File: src/hw/rtl/deadline_task_scheduler_macros.svh
// Assertion macros shared by the scheduler RTL.
`ifndef DEADLINE_TASK_SCHEDULER_MACROS_SVH
`define DEADLINE_TASK_SCHEDULER_MACROS_SVH

// Check that cond holds in the same cycle as trig.
`define DTS_ASSERT_NOW(lbl, trig, cond, msg) \
	lbl: assert property (@(posedge clk) disable iff (!arst_n) (trig) |-> (cond)) \
		else $error(msg);

// Check that cond holds in the cycle after trig.
`define DTS_ASSERT_NEXT(lbl, trig, cond, msg) \
	lbl: assert property (@(posedge clk) disable iff (!arst_n) (trig) |=> (cond)) \
		else $error(msg);

`endif

File: src/hw/rtl/dts_pkg.sv
// Shared types, codes and constants of the deadline task scheduler.
`default_nettype none
package dts_pkg;

	localparam int DEF_TASK_SLOTS = 16;
	// Slot address field wide enough for the largest table (64 slots)
	localparam int SLOT_W_MAX = 6;

	localparam logic [31:0] WINDOW_RESET = 32'd10000;
	localparam logic [9:0]  US_PER_MS    = 10'd1000;
	localparam logic [31:0] RV_DISABLE   = 32'hFFFF_FFFF;

	// Command codes
	localparam logic [1:0] CMD_ADD      = 2'd0;
	localparam logic [1:0] CMD_ENABLE   = 2'd1;
	localparam logic [1:0] CMD_SCAN     = 2'd2;
	localparam logic [1:0] CMD_COMPLETE = 2'd3;

	// Result kinds
	localparam logic [1:0] KIND_STATUS   = 2'd0;
	localparam logic [1:0] KIND_DISPATCH = 2'd1;
	localparam logic [1:0] KIND_WAKE     = 2'd2;

	// Status codes
	localparam logic [1:0] ST_OK     = 2'd0;
	localparam logic [1:0] ST_FULL   = 2'd1;
	localparam logic [1:0] ST_UNUSED = 2'd2;

	// Classified operation handed from the front to the back
	typedef enum logic [2:0] {
		OP_ADD,
		OP_ADD_FULL,
		OP_ENABLE,
		OP_SCAN,
		OP_COMPLETE,
		OP_UNUSED
	} op_t;

	typedef struct packed {
		logic [1:0]         command;
		logic [3:0]         task_index;
		logic [63:0]        now_us;
		logic [31:0]        period_ms;
		logic               start_enabled;
		logic signed [31:0] return_value;
	} dts_req_t;

	typedef struct packed {
		logic [1:0]  kind;
		logic [3:0]  slot;
		logic [1:0]  status;
		logic [63:0] time_us;
		logic        last;
	} dts_rsp_t;

	typedef struct packed {
		op_t                   op;
		logic [SLOT_W_MAX-1:0] slot;
		logic [SLOT_W_MAX:0]   used;
		logic [63:0]           now_us;
		logic [31:0]           arg;
		logic                  start_en;
	} dts_op_t;

endpackage
`default_nettype wire

File: src/hw/rtl/dts_chan_if.sv
// Valid/ready channel carrying one payload item.
`default_nettype none
interface dts_chan_if #(
	parameter type payload_t = logic [31:0]
);
	logic     valid;
	logic     ready;
	payload_t payload;

	modport source (output valid, output payload, input ready);
	modport sink   (input valid, input payload, output ready);
endinterface
`default_nettype wire

File: src/hw/rtl/deadline_task_scheduler.sv
// Deadline task scheduler: slot table with add, enable, scan and complete commands.
// Items enter on req and are classified by a front end (slot bookkeeping, full and
// not-in-use checks) into a two-entry queue, so up to two further commands are taken
// while the back end works. The back end runs one command at a time: add, enable and
// error results come from S_STATUS; complete does a period read, a multiply and a
// saturating add; scan reads each slot in use in turn through the single registered
// read port of the deadline memory. Results leave through an output register that
// frees up as soon as rsp.ready is seen; backpressure on rsp stalls the back end,
// and the front end once the queue fills. The sleep window register on cfg is
// written in any cycle and must only change while the block is idle.
`default_nettype none
module deadline_task_scheduler #(
	parameter int TASK_SLOTS = dts_pkg::DEF_TASK_SLOTS
) (
	input  logic       clk,
	input  logic       arst_n,
	dts_chan_if.sink   req,
	dts_chan_if.sink   cfg,
	dts_chan_if.source rsp
);
	import dts_pkg::*;

	logic    push;
	logic    q_full;
	logic    pop;
	logic    q_empty;
	dts_op_t push_op;
	dts_op_t pop_op;

	// Accept and classify
	dts_front #(
		.TASK_SLOTS(TASK_SLOTS)
	) u_front (
		.clk     (clk),
		.arst_n  (arst_n),
		.req     (req),
		.push    (push),
		.push_op (push_op),
		.q_full  (q_full)
	);

	// Decouple front and back
	dts_queue u_queue (
		.clk     (clk),
		.arst_n  (arst_n),
		.push    (push),
		.push_op (push_op),
		.full    (q_full),
		.pop     (pop),
		.pop_op  (pop_op),
		.empty   (q_empty)
	);

	// Execute and report
	dts_back #(
		.TASK_SLOTS(TASK_SLOTS)
	) u_back (
		.clk    (clk),
		.arst_n (arst_n),
		.op_in  (pop_op),
		.empty  (q_empty),
		.pop    (pop),
		.cfg    (cfg),
		.rsp    (rsp)
	);

endmodule
`default_nettype wire

File: src/hw/rtl/dts_front.sv
// Front end: accepts commands, tracks slot use and classifies each item.
`default_nettype none
module dts_front #(
	parameter int TASK_SLOTS = dts_pkg::DEF_TASK_SLOTS
) (
	input  logic             clk,
	input  logic             arst_n,
	dts_chan_if.sink         req,
	output logic             push,
	output dts_pkg::dts_op_t push_op,
	input  logic             q_full
);
	import dts_pkg::*;

	localparam int CW = $clog2(TASK_SLOTS + 1);
	localparam int UW = SLOT_W_MAX + 1;

	logic [CW-1:0] used_q;
	logic [UW-1:0] used_ext;
	logic [UW-1:0] idx_ext;
	logic          tbl_full;
	logic          not_used;

	// Take an item whenever the queue has room
	assign req.ready = !q_full;
	assign push      = req.valid && !q_full;

	assign used_ext = UW'(used_q);
	assign idx_ext  = UW'(req.payload.task_index);
	assign tbl_full = (used_ext == UW'(TASK_SLOTS));
	assign not_used = (idx_ext >= used_ext);

	// Classify the command against the current slot count
	always_comb begin
		push_op          = '0;
		push_op.now_us   = req.payload.now_us;
		push_op.used     = used_ext;
		push_op.start_en = req.payload.start_enabled;
		push_op.op       = OP_SCAN;
		unique case (req.payload.command)
			CMD_ADD: begin
				if (tbl_full) begin
					push_op.op = OP_ADD_FULL;
				end else begin
					push_op.op   = OP_ADD;
					push_op.slot = used_ext[SLOT_W_MAX-1:0];
					push_op.arg  = req.payload.period_ms;
				end
			end
			CMD_ENABLE: begin
				push_op.op   = not_used ? OP_UNUSED : OP_ENABLE;
				push_op.slot = idx_ext[SLOT_W_MAX-1:0];
			end
			CMD_SCAN: begin
				push_op.op = OP_SCAN;
			end
			CMD_COMPLETE: begin
				push_op.op   = not_used ? OP_UNUSED : OP_COMPLETE;
				push_op.slot = idx_ext[SLOT_W_MAX-1:0];
				push_op.arg  = 32'(req.payload.return_value);
			end
		endcase
	end

	// Claim the next slot on a successful add
	always_ff @(posedge clk or negedge arst_n) begin
		if (!arst_n) begin
			used_q <= '0;
		end else if (push && req.payload.command == CMD_ADD && !tbl_full) begin
			used_q <= used_q + CW'(1);
		end
	end

endmodule
`default_nettype wire

File: src/hw/rtl/dts_queue.sv
// Short queue of classified operations between front and back.
`default_nettype none
module dts_queue (
	input  logic             clk,
	input  logic             arst_n,
	input  logic             push,
	input  dts_pkg::dts_op_t push_op,
	output logic             full,
	input  logic             pop,
	output dts_pkg::dts_op_t pop_op,
	output logic             empty
);
	import dts_pkg::*;

	`include "deadline_task_scheduler_macros.svh"

	localparam int QD = 2;
	localparam int PW = $clog2(QD);
	localparam int CW = $clog2(QD + 1);

	dts_op_t       ent_q [QD];
	logic [PW-1:0] wr_q;
	logic [PW-1:0] rd_q;
	logic [CW-1:0] cnt_q;

	assign full   = (cnt_q == CW'(QD));
	assign empty  = (cnt_q == '0);
	assign pop_op = ent_q[rd_q];

	// Store pushed entries
	always_ff @(posedge clk) begin
		if (push) begin
			ent_q[wr_q] <= push_op;
		end
	end

	// Advance pointers and fill count
	always_ff @(posedge clk or negedge arst_n) begin
		if (!arst_n) begin
			wr_q  <= '0;
			rd_q  <= '0;
			cnt_q <= '0;
		end else begin
			if (push) begin
				wr_q <= wr_q + PW'(1);
			end
			if (pop) begin
				rd_q <= rd_q + PW'(1);
			end
			if (push && !pop) begin
				cnt_q <= cnt_q + CW'(1);
			end else if (pop && !push) begin
				cnt_q <= cnt_q - CW'(1);
			end
		end
	end

	`DTS_ASSERT_NOW(QUE_NO_OVERFLOW, push, cnt_q != CW'(QD), "push into full queue")
	`DTS_ASSERT_NOW(QUE_NO_UNDERFLOW, pop, cnt_q != '0, "pop from empty queue")

endmodule
`default_nettype wire

File: src/hw/rtl/dts_back.sv
// Back end: slot table, deadline arithmetic, scan sequencer and result register.
`default_nettype none
module dts_back #(
	parameter int TASK_SLOTS = dts_pkg::DEF_TASK_SLOTS
) (
	input  logic             clk,
	input  logic             arst_n,
	input  dts_pkg::dts_op_t op_in,
	input  logic             empty,
	output logic             pop,
	dts_chan_if.sink         cfg,
	dts_chan_if.source       rsp
);
	import dts_pkg::*;

	`include "deadline_task_scheduler_macros.svh"

	localparam int SW = (TASK_SLOTS > 1) ? $clog2(TASK_SLOTS) : 1;
	localparam int UW = SLOT_W_MAX + 1;

	typedef enum logic [9:0] {
		S_IDLE   = 10'b00_0000_0001,
		S_STATUS = 10'b00_0000_0010,
		S_CRD    = 10'b00_0000_0100,
		S_CMUL   = 10'b00_0000_1000,
		S_CFIN   = 10'b00_0001_0000,
		S_SMUL   = 10'b00_0010_0000,
		S_SINIT  = 10'b00_0100_0000,
		S_SRD    = 10'b00_1000_0000,
		S_SCHK   = 10'b01_0000_0000,
		S_SWAKE  = 10'b10_0000_0000
	} state_t;

	state_t          state_q;
	state_t          state_d;
	dts_op_t         op_q;
	logic [31:0]     win_q;
	logic [TASK_SLOTS-1:0] en_q;
	logic [63:0]     dl_mem [TASK_SLOTS];
	logic [31:0]     per_mem [TASK_SLOTS];
	logic [63:0]     dl_rd_q;
	logic [31:0]     per_rd_q;
	logic [41:0]     prod_q;
	logic [63:0]     wake_q;
	logic [SW-1:0]   i_q;
	logic            out_valid_q;
	dts_rsp_t        out_q;

	logic            can_load;
	logic            load;
	dts_rsp_t        rsp_d;
	logic [SW-1:0]   addr;
	logic            rv_pos;
	logic [31:0]     per_sel;
	logic [31:0]     mul_a;
	logic [41:0]     mul_p;
	logic [64:0]     sum65;
	logic [63:0]     sat_sum;
	logic            due;
	logic            scan_end;
	logic            dl_we;
	logic [63:0]     dl_wdata;
	logic            per_we;
	logic            en_we;
	logic            en_val;
	logic            prod_ld;
	logic            wake_init;
	logic            wake_dl;
	logic            i_clr;
	logic            i_inc;

	assign can_load = !out_valid_q || rsp.ready;
	assign addr     = op_q.slot[SW-1:0];

	// New period: a positive return value replaces the stored one
	assign rv_pos  = (op_q.arg != '0) && !op_q.arg[31];
	assign per_sel = rv_pos ? op_q.arg : per_rd_q;

	// One shared multiplier for window and period scaling to microseconds
	assign mul_a = (state_q == S_SMUL) ? win_q : per_sel;
	assign mul_p = 42'(mul_a) * 42'(US_PER_MS);

	// Saturating add of the registered product onto now
	assign sum65   = {1'b0, op_q.now_us} + 65'(prod_q);
	assign sat_sum = sum65[64] ? '1 : sum65[63:0];

	assign due      = en_q[i_q] && (op_q.now_us >= dl_rd_q);
	assign scan_end = ((UW'(i_q) + UW'(1)) == op_q.used);

	// Sequence one operation at a time
	always_comb begin
		state_d   = state_q;
		pop       = 1'b0;
		load      = 1'b0;
		rsp_d     = '0;
		dl_we     = 1'b0;
		dl_wdata  = op_q.now_us;
		per_we    = 1'b0;
		en_we     = 1'b0;
		en_val    = 1'b0;
		prod_ld   = 1'b0;
		wake_init = 1'b0;
		wake_dl   = 1'b0;
		i_clr     = 1'b0;
		i_inc     = 1'b0;
		unique case (state_q)
			S_IDLE: begin
				if (!empty) begin
					pop = 1'b1;
					unique case (op_in.op)
						OP_COMPLETE: state_d = S_CRD;
						OP_SCAN:     state_d = S_SMUL;
						default:     state_d = S_STATUS;
					endcase
				end
			end
			S_STATUS: begin
				if (can_load) begin
					load         = 1'b1;
					rsp_d.kind   = KIND_STATUS;
					rsp_d.slot   = op_q.slot[3:0];
					rsp_d.status = ST_OK;
					rsp_d.last   = 1'b1;
					unique case (op_q.op)
						OP_ADD: begin
							rsp_d.time_us = op_q.now_us;
							dl_we         = 1'b1;
							per_we        = 1'b1;
							en_we         = 1'b1;
							en_val        = op_q.start_en;
						end
						OP_ENABLE: begin
							rsp_d.time_us = op_q.now_us;
							dl_we         = 1'b1;
							en_we         = 1'b1;
							en_val        = 1'b1;
						end
						OP_ADD_FULL: begin
							rsp_d.slot   = '0;
							rsp_d.status = ST_FULL;
						end
						default: begin
							rsp_d.status = ST_UNUSED;
						end
					endcase
					state_d = S_IDLE;
				end
			end
			S_CRD: begin
				state_d = S_CMUL;
			end
			S_CMUL: begin
				prod_ld = 1'b1;
				state_d = S_CFIN;
			end
			S_CFIN: begin
				if (can_load) begin
					load          = 1'b1;
					rsp_d.kind    = KIND_STATUS;
					rsp_d.slot    = op_q.slot[3:0];
					rsp_d.status  = ST_OK;
					rsp_d.time_us = sat_sum;
					rsp_d.last    = 1'b1;
					dl_we         = 1'b1;
					dl_wdata      = sat_sum;
					per_we        = rv_pos;
					en_we         = (op_q.arg == RV_DISABLE);
					en_val        = 1'b0;
					state_d       = S_IDLE;
				end
			end
			S_SMUL: begin
				prod_ld = 1'b1;
				state_d = S_SINIT;
			end
			S_SINIT: begin
				wake_init = 1'b1;
				i_clr     = 1'b1;
				state_d   = (op_q.used == '0) ? S_SWAKE : S_SRD;
			end
			S_SRD: begin
				state_d = S_SCHK;
			end
			S_SCHK: begin
				if (!due || can_load) begin
					if (due) begin
						load         = 1'b1;
						rsp_d.kind   = KIND_DISPATCH;
						rsp_d.slot   = 4'(i_q);
						rsp_d.status = ST_OK;
					end else if (en_q[i_q] && dl_rd_q < wake_q) begin
						wake_dl = 1'b1;
					end
					if (scan_end) begin
						state_d = S_SWAKE;
					end else begin
						i_inc   = 1'b1;
						state_d = S_SRD;
					end
				end
			end
			S_SWAKE: begin
				if (can_load) begin
					load          = 1'b1;
					rsp_d.kind    = KIND_WAKE;
					rsp_d.status  = ST_OK;
					rsp_d.time_us = wake_q;
					rsp_d.last    = 1'b1;
					state_d       = S_IDLE;
				end
			end
			default: begin
				state_d = S_IDLE;
			end
		endcase
	end

	// Control state, enable flags, window register, result valid and scan index
	always_ff @(posedge clk or negedge arst_n) begin
		if (!arst_n) begin
			state_q     <= S_IDLE;
			en_q        <= '0;
			win_q       <= WINDOW_RESET;
			out_valid_q <= 1'b0;
			i_q         <= '0;
		end else begin
			state_q <= state_d;
			if (en_we) begin
				en_q[addr] <= en_val;
			end
			if (cfg.valid) begin
				win_q <= cfg.payload;
			end
			if (load) begin
				out_valid_q <= 1'b1;
			end else if (rsp.ready) begin
				out_valid_q <= 1'b0;
			end
			if (i_clr) begin
				i_q <= '0;
			end else if (i_inc) begin
				i_q <= i_q + SW'(1);
			end
		end
	end

	// Hold the operation, product, wake time and result payload
	always_ff @(posedge clk) begin
		if (pop) begin
			op_q <= op_in;
		end
		if (prod_ld) begin
			prod_q <= mul_p;
		end
		if (wake_init) begin
			wake_q <= sat_sum;
		end else if (wake_dl) begin
			wake_q <= dl_rd_q;
		end
		if (load) begin
			out_q <= rsp_d;
		end
	end

	// Deadline and period memories, one write and one registered read each
	always_ff @(posedge clk) begin
		if (dl_we) begin
			dl_mem[addr] <= dl_wdata;
		end
		dl_rd_q <= dl_mem[i_q];
		if (per_we) begin
			per_mem[addr] <= op_q.arg;
		end
		per_rd_q <= per_mem[addr];
	end

	assign cfg.ready   = 1'b1;
	assign rsp.valid   = out_valid_q;
	assign rsp.payload = out_q;

	`DTS_ASSERT_NOW(BK_LOAD_FREE, load, !out_valid_q || rsp.ready, "result register overwritten")
	`DTS_ASSERT_NOW(BK_SCAN_RANGE, state_q == S_SCHK, UW'(i_q) < op_q.used, "scan past slots in use")
	`DTS_ASSERT_NEXT(BK_POP_BUSY, pop, state_q != S_IDLE, "popped operation not started")

endmodule
`default_nettype wire

File: src/flat_wrapper.sv
// flat-port wrapper written by rule: the top's interface ports become plain ports
module deadline_task_scheduler_flat import dts_pkg::*;
#(
	parameter int TASK_SLOTS = dts_pkg::DEF_TASK_SLOTS
)
  (clk, arst_n, req_valid, req_payload, req_ready, cfg_valid, cfg_payload, cfg_ready, rsp_valid, rsp_payload, rsp_ready);
  dts_chan_if #(.payload_t(dts_req_t)) req_i ();
  dts_chan_if #(.payload_t(logic [31:0])) cfg_i ();
  dts_chan_if #(.payload_t(dts_rsp_t)) rsp_i ();
  input  logic clk;
  input  logic arst_n;
  input wire logic [$bits(req_i.valid)-1:0] req_valid;
  input wire logic [$bits(req_i.payload)-1:0] req_payload;
  output wire logic [$bits(req_i.ready)-1:0] req_ready;
  input wire logic [$bits(cfg_i.valid)-1:0] cfg_valid;
  input wire logic [$bits(cfg_i.payload)-1:0] cfg_payload;
  output wire logic [$bits(cfg_i.ready)-1:0] cfg_ready;
  output wire logic [$bits(rsp_i.valid)-1:0] rsp_valid;
  output wire logic [$bits(rsp_i.payload)-1:0] rsp_payload;
  input wire logic [$bits(rsp_i.ready)-1:0] rsp_ready;
  assign req_i.valid = req_valid;
  assign req_i.payload = req_payload;
  assign req_ready = req_i.ready;
  assign cfg_i.valid = cfg_valid;
  assign cfg_i.payload = cfg_payload;
  assign cfg_ready = cfg_i.ready;
  assign rsp_valid = rsp_i.valid;
  assign rsp_payload = rsp_i.payload;
  assign rsp_i.ready = rsp_ready;
  deadline_task_scheduler #(.TASK_SLOTS(TASK_SLOTS)) u_core (.clk(clk), .arst_n(arst_n), .req(req_i), .cfg(cfg_i), .rsp(rsp_i));
endmodule
File: config.mk
export PLATFORM = sky130hd
export DESIGN_NAME = deadline_task_scheduler_flat
export DESIGN_NICKNAME = d
export VERILOG_FILES = /design/src/hw/rtl/dts_pkg.sv /design/src/hw/rtl/dts_chan_if.sv /design/src/hw/rtl/deadline_task_scheduler.sv /design/src/hw/rtl/dts_front.sv /design/src/hw/rtl/dts_queue.sv /design/src/hw/rtl/dts_back.sv /design/src/flat_wrapper.sv
export VERILOG_INCLUDE_DIRS = /design/src /design/src/hw/rtl
export SDC_FILE = /design/constraint.sdc
export NUM_CORES = 2
export LEC_CHECK = 0
export BUFFER_PORTS_ARGS = -buffer_cell sky130_fd_sc_hd__buf_2
export CELL_PAD_IN_SITES_DETAIL_PLACEMENT = 0
export CELL_PAD_IN_SITES_GLOBAL_PLACEMENT = 1
export CORE_MARGIN = 2
export CORE_UTILIZATION = 45
export CTS_CLUSTER_SIZE = 28
export DETAILED_ROUTE_END_ITERATION = 8
export MAX_ROUTING_LAYER = met4
export PLACE_DENSITY = 0.79
export RECOVER_POWER = 100
export SLEW_MARGIN = 30
export SYNTH_ARGS = -nofsm -noshare
export SYNTH_HDL_FRONTEND = slang
export SYNTH_SLANG_ARGS = --single-unit
export TNS_END_PERCENT = 50
File: constraint.sdc
create_clock -name clk -period 19.8 [get_ports clk]
set_input_delay 3.96 -clock clk [delete_from_list [all_inputs] [get_ports clk]]
set_output_delay 3.96 -clock clk [all_outputs]
set_load 0.03 [all_outputs]
# Yosys cells after proc, flatten, opt, wreduce, memory -nomap -nowiden
# Memories as Yosys holds them, arrays and structs flattened. A register that Yosys moved wholly into a read port is not among the register bits.
# Cells that the tools add are included.
dict set report word_totals {
  register_bits 359
  mem_bits_rw 1758
  in_bits 172
  output_inout_bits 76
  elab_cells 175
  n_memories 3
}
# name depth word_bits rd rd_clocked_by_memory_dff wr line_no
set mem_list {}
lappend mem_list {u_core.u_back.dl_mem 16 64 1 1 1 dts_back.sv:39} ;# logic [63:0] dl_mem [TASK_SLOTS];
lappend mem_list {u_core.u_back.per_mem 16 32 1 1 1 dts_back.sv:40} ;# logic [31:0] per_mem [TASK_SLOTS];
lappend mem_list {u_core.u_queue.ent_q 2 111 1 0 1 dts_queue.sv:21} ;# dts_op_t ent_q [QD];
dict set report op_classes {
  add_sub_neg 8
  multipliers 1
  order_cmp 6
  n_eq_ne 24
  n_mux 79
  n_reduce_logical 32
}
# operator n
set ops {}
lappend ops {{$mux 64} 6}
lappend ops {{$pmux 65 s3} 1}
lappend ops {{$mux 71} 2}
lappend ops {{$mux 32} 3}
lappend ops {{$pmux 10 s8} 1}
lappend ops {{$add 64x42->65} 1}
lappend ops {{$mux 65} 1}
lappend ops {{$ge 64x64->1} 1}
lappend ops {{$lt 64x64->1} 1}
lappend ops {{$pmux 32 s2} 1}
lappend ops {{$mux 10} 5}
lappend ops {{$mul 32x7->39 const B} 1}
lappend ops {{$mux 1} 34}
lappend ops {{$eq 32x32->1 const B} 1}
lappend ops {{$reduce_bool 32->1} 1}
lappend ops {{$pmux 6 s2} 2}
lappend ops {{$bwmux 16} 1}
lappend ops {{$pmux 2 s4} 2}
lappend ops {{$mux 7} 2}
lappend ops {{$mux 4} 3}
lappend ops {{$pmux 3 s4} 1}
lappend ops {{$pmux 4 s3} 1}
lappend ops {{$eq 10x1->1 const B} 1}
lappend ops {{$eq 10x10->1 const B} 1}
lappend ops {{43 further kinds} 76}

# Longest topological paths before layout
dict set report logic_depth {
  word_depth 9
  mapped_depth 29
  ltp_nobuf 26
}

# By module
# Synthesis repeated with hierarchy kept, for this count alone.
dict set report unflattened {
  cells_unflattened 5460
  hier_area_um2 96030.9
}
# mod instances cells_per_inst area_each_um2 seq_area_each_um2
set modules_own_cells {}
lappend modules_own_cells {dts_back 1 4917 85985.0 58248.4}
lappend modules_own_cells {dts_queue 1 368 8589.5 6886.6}
lappend modules_own_cells {dts_front 1 175 1456.4 125.1}

# Worst setup path after synthesis
# OpenSTA, ideal clock, no wires.
dict set report synth_path {
  path_type {input port to flip-flop}
  start {input req_valid}
  end {memory u_core.u_queue.ent_q[0][0] in the netlist's numbering (enable)}
  setup_ns 0.579
  arrival_ns 8.611
  t_required_ns 19.221
  slack_ns 10.610
  path_stages 2
  n_path_buf 0
  path_cell_list {nand2_1 -> nor2_1}
}
dict set report synth_via {
  elab_chain_cells 3
}
# item line_no
set synth_lines {}
lappend synth_lines {{start, declared} flat_wrapper.sv:12} ;# input wire logic [$bits(req_i.valid)-1:0] req_valid;
lappend synth_lines {{$logic_and 1x1->1} dts_front.sv:26} ;# assign push = req.valid && !q_full;
lappend synth_lines {{$mux 1} dts_queue.sv:32} ;# if (push) begin
lappend synth_lines {{$mux 1 (implied by the code)} dts_queue.sv:33} ;# ent_q[wr_q] <= push_op;
lappend synth_lines {{end, declared} dts_queue.sv:21}
# No other way between the ends.

# Worst setup path in the final report
dict set report layout_path {
  start {input rsp_ready}
  end {memory u_core.u_back.dl_mem[15][24] (enable)}
}
dict set report layout_via {
  elab_chain_cells 5
  elab_cells_between_ends 6
  classes_between {5 x mux; 1 x reduce/logical}
}
# item line_no
set layout_lines {}
lappend layout_lines {{start, declared} flat_wrapper.sv:20} ;# input wire logic [$bits(rsp_i.ready)-1:0] rsp_ready;
lappend layout_lines {{$logic_or 1x1->1 (*)} dts_back.sv:72} ;# assign can_load = !out_valid_q || rsp.ready;
lappend layout_lines {{$mux 1 (on tied branches)} {dts_back.sv:157, dts_back.sv:118}}
lappend layout_lines {{$pmux 1 s2 (*)} dts_back.sv:106} ;# unique case (state_q)
lappend layout_lines {{$mux 1 (*)} dts_back.sv:267} ;# if (dl_we) begin
lappend layout_lines {{$mux 1 (implied by the code) (*)} dts_back.sv:268} ;# dl_mem[addr] <= dl_wdata;
lappend layout_lines {{end, declared} dts_back.sv:39}
# Mark *: on every way between the ends. The rest lies on a longest branch, timed or not.

==> metrics.txt <==
cell taking the most area after synthesis edfxtp_1; Synth Area per Inst 17.7 µm²; hold_sp u_core.u_queue.wr_q; filler cell count 16900; final hold viol count 0; setup bufs post-CTS 0; initial antenna violation count 14; Die H 463 µm; Post-synth EDFFs 2039; slew margin rel. -247%; Final nets 6234; hold_ws 0.503 ns; Worst path max stage delay 3.51 ns; H-Tree Depth 4; Post-Syn Area 94900 µm²; top area cells in the synthesized netlist edfxtp_1 (65%), mux4_2 (12%), ha_1 (3.4%), fa_1 (2.3%), dfxtp_1 (2.0%); remaining antenna violation count 0; async set or reset register ratio after synthesis 3.26%; Site Rows 168; Max Cap Viol 84; Seq/Total Area, Yosys 68.5%; Yosys reg bits 2207; TritonCTS clock tree yes; fin crit share 59.4%; Clock Latency Late Sink 0.88 ns; fmax 0.0850 GHz; Post-synth top flop edfxtp_1; Setup TNS 0 ns; WP data arrival 12.09 ns; Initial Utilization 45.3%; # DRC 0; die area 215000 µm²; PortBufs 246; fin crit period 11.77 ns; commonest cells in the netlist edfxtp_1 (2039), mux4_2 (485), inv_1 (321); hold crit path type reg2reg; Reg2Reg Setup Slack 8.52 ns; data required time of the critical path 20.13 ns; Storage cell area 65000 µm²; Max Slew Vio Count 2963; Iter 0 DRT Violations 6182; DP HPWL 154000 µm; total track usage 23.2%; global route overflow 0; failing checks max-capacitance violations, max-slew violations; Root Buffer Master clkbuf_16; Yosys cell types 96; status finished with violations; total CTS buffers 215; Post-Synthesis Cells 5370; pin count of the biggest net entering global routing 131; Via density 5.88; Setup Skew 0.0766 ns; Synth Net Count 5909; routed wire length per instance 28.1 µm; GPL Wtd Cong 0.898; measured slew at the worst slew-check pin 5.21 ns; Crit Path Category in2reg; Yosys top cell area share 64.5%; first-pass GRT wire length 353000 µm; clk slew on worst S/H paths 0.06 ns; deepest clock path buffer count 3; Via Count 51100; P&R area growth vs syn 12.0%; IO Pins 248; reg2reg start u_core.u_back.i_q[0]; cell at the slowest stage of the critical path clkbuf_1; Setup-failing EPs final 0; share of cells above drive strength 1 19.0%; DRT Wirelength 244000 µm; cell repeated most along the worst path clkbuf_1; vias in the first global route 50700; YS warnings 0; footprint of the multi-input gates 27800 µm²; Die Wd 463 µm; Worst Setup Start Kind input port; RSZ-0062 raised after global routing no; core area 210000 µm²; post-CTS resize count 0; CTS Sinks 2207; crit-path cells clkbuf_1 > nor2b_1 > or4_1 > or2_0 > nand2_1 > nand3_1 > nor2_1 > clkbuf_1; top-count cell post-synth edfxtp_1; Critical Path Sink Type flip-flop; Worst Setup SP rsp_ready; router iterations before antenna repair 6; CTS Hold Bufs 0; Max FO, Critical Path 52
[layer usage]
metal / global-route usage (%) / share of wire, %
met5: - / 0
met4: 7.91 / 3.5
met3: 3.33 / 7.6
met2: 36.4 / 49
met1: 31.2 / 40
[critical path: cells and delay by family]
family	cells	cell delay, ns
buffers and inverters	2	3.79
AND/OR/NAND/NOR	6	4.24
[cell usage in the layout, fill, tap and decap left out, drive strengths merged, types with 36 or more instances in the layout]
| cell | count |
|---|---|
| edfxtp | 2039 |
| clkbuf | 502 |
| mux4 | 485 |
| inv | 329 |
| ha | 259 |
| nor2 | 241 |
| nand2 | 207 |
| a21oi | 174 |
| o21ai | 167 |
| mux2 | 162 |
| buf | 143 |
| fa | 108 |
| a21o | 99 |
| dfxtp | 96 |
| xnor2 | 79 |
| clkinv | 74 |
| dfrtp | 66 |
| a22oi | 65 |
| nand4 | 48 |
| nand3 | 40 |
| o21a | 37 |
| mux2i | 36 |
[stage by stage]
step	util (%)	cells	area (µm²)	setup WS [ns]
3_3_place_gp	47.6	8276	99800	11.63
5_1_grt	50.7	8696	106000	7.08
4_1_cts	51.1	8685	107000	11.78
3_5_place_dp	47.7	8278	99900	11.52
2_1_floorplan	-	5370	94900	10.61
6_report	50.7	8701	106000	8.03
[sequential cells by signal, summed over array words and instances (netlist names), 2 cells and up]
name                       flops
u_core.u_back.i_q              4
u_core.u_back.state_q         10
u_core.u_back.prod_q          39
u_core.u_back.addr             4
u_core.u_back.wake_q          64
u_core.u_back.per_rd_q        32
u_core.u_front.used_q          5
u_core.u_back.win_q           32
u_core.u_queue.cnt_q           2
u_core.u_back.rsp.payload     73
u_core.u_back.en_q            16
u_core.u_back.op_q           105
u_core.u_back.dl_rd_q         64
u_core.u_queue.ent_q         218
u_core.u_back.per_mem        512
u_core.u_back.dl_mem        1024
[worst paths after layout]
kind,endpoint,depth (start not counted)
max,u_core.u_back.dl_mem[15][24],8
min,u_core.u_queue.wr_q,1
max reg2reg,u_core.u_back.dl_rd_q[25],5
min reg2reg,u_core.u_queue.wr_q,1
max in group asynchronous,u_core.u_back.i_q[3],2
min in group asynchronous,u_core.u_back.win_q[6],1
[kinds of logic after synthesis]
logic type | share of synthesized area (%)
AO/OA/AOI/OAI | 5.18
XOR/XNOR | 1.03
adder cells (fa/ha/maj) | 5.74
buffers and inverters | 2.30
flip-flops | 68.5
multiplexers | 13.8
other | 0.00395
AND/OR/NAND/NOR | 3.46
[final cells by class]
class / instances / share of cell area, %
Sequential cell: 2207 / 61.1
Multi-Input combinational cell: 2602 / 26.1
Clock buffer: 297 / 5.60
Tap cell: 2805 / 3.30
Timing Repair Buffer: 348 / 1.47
Clock inverter: 110 / 1.21
Inverter: 321 / 1.13
Antenna cell: 11 / 0.0259
Power is not shown: default switching activity piles up to over one toggle a cycle in this logic, so the estimate is an artifact.
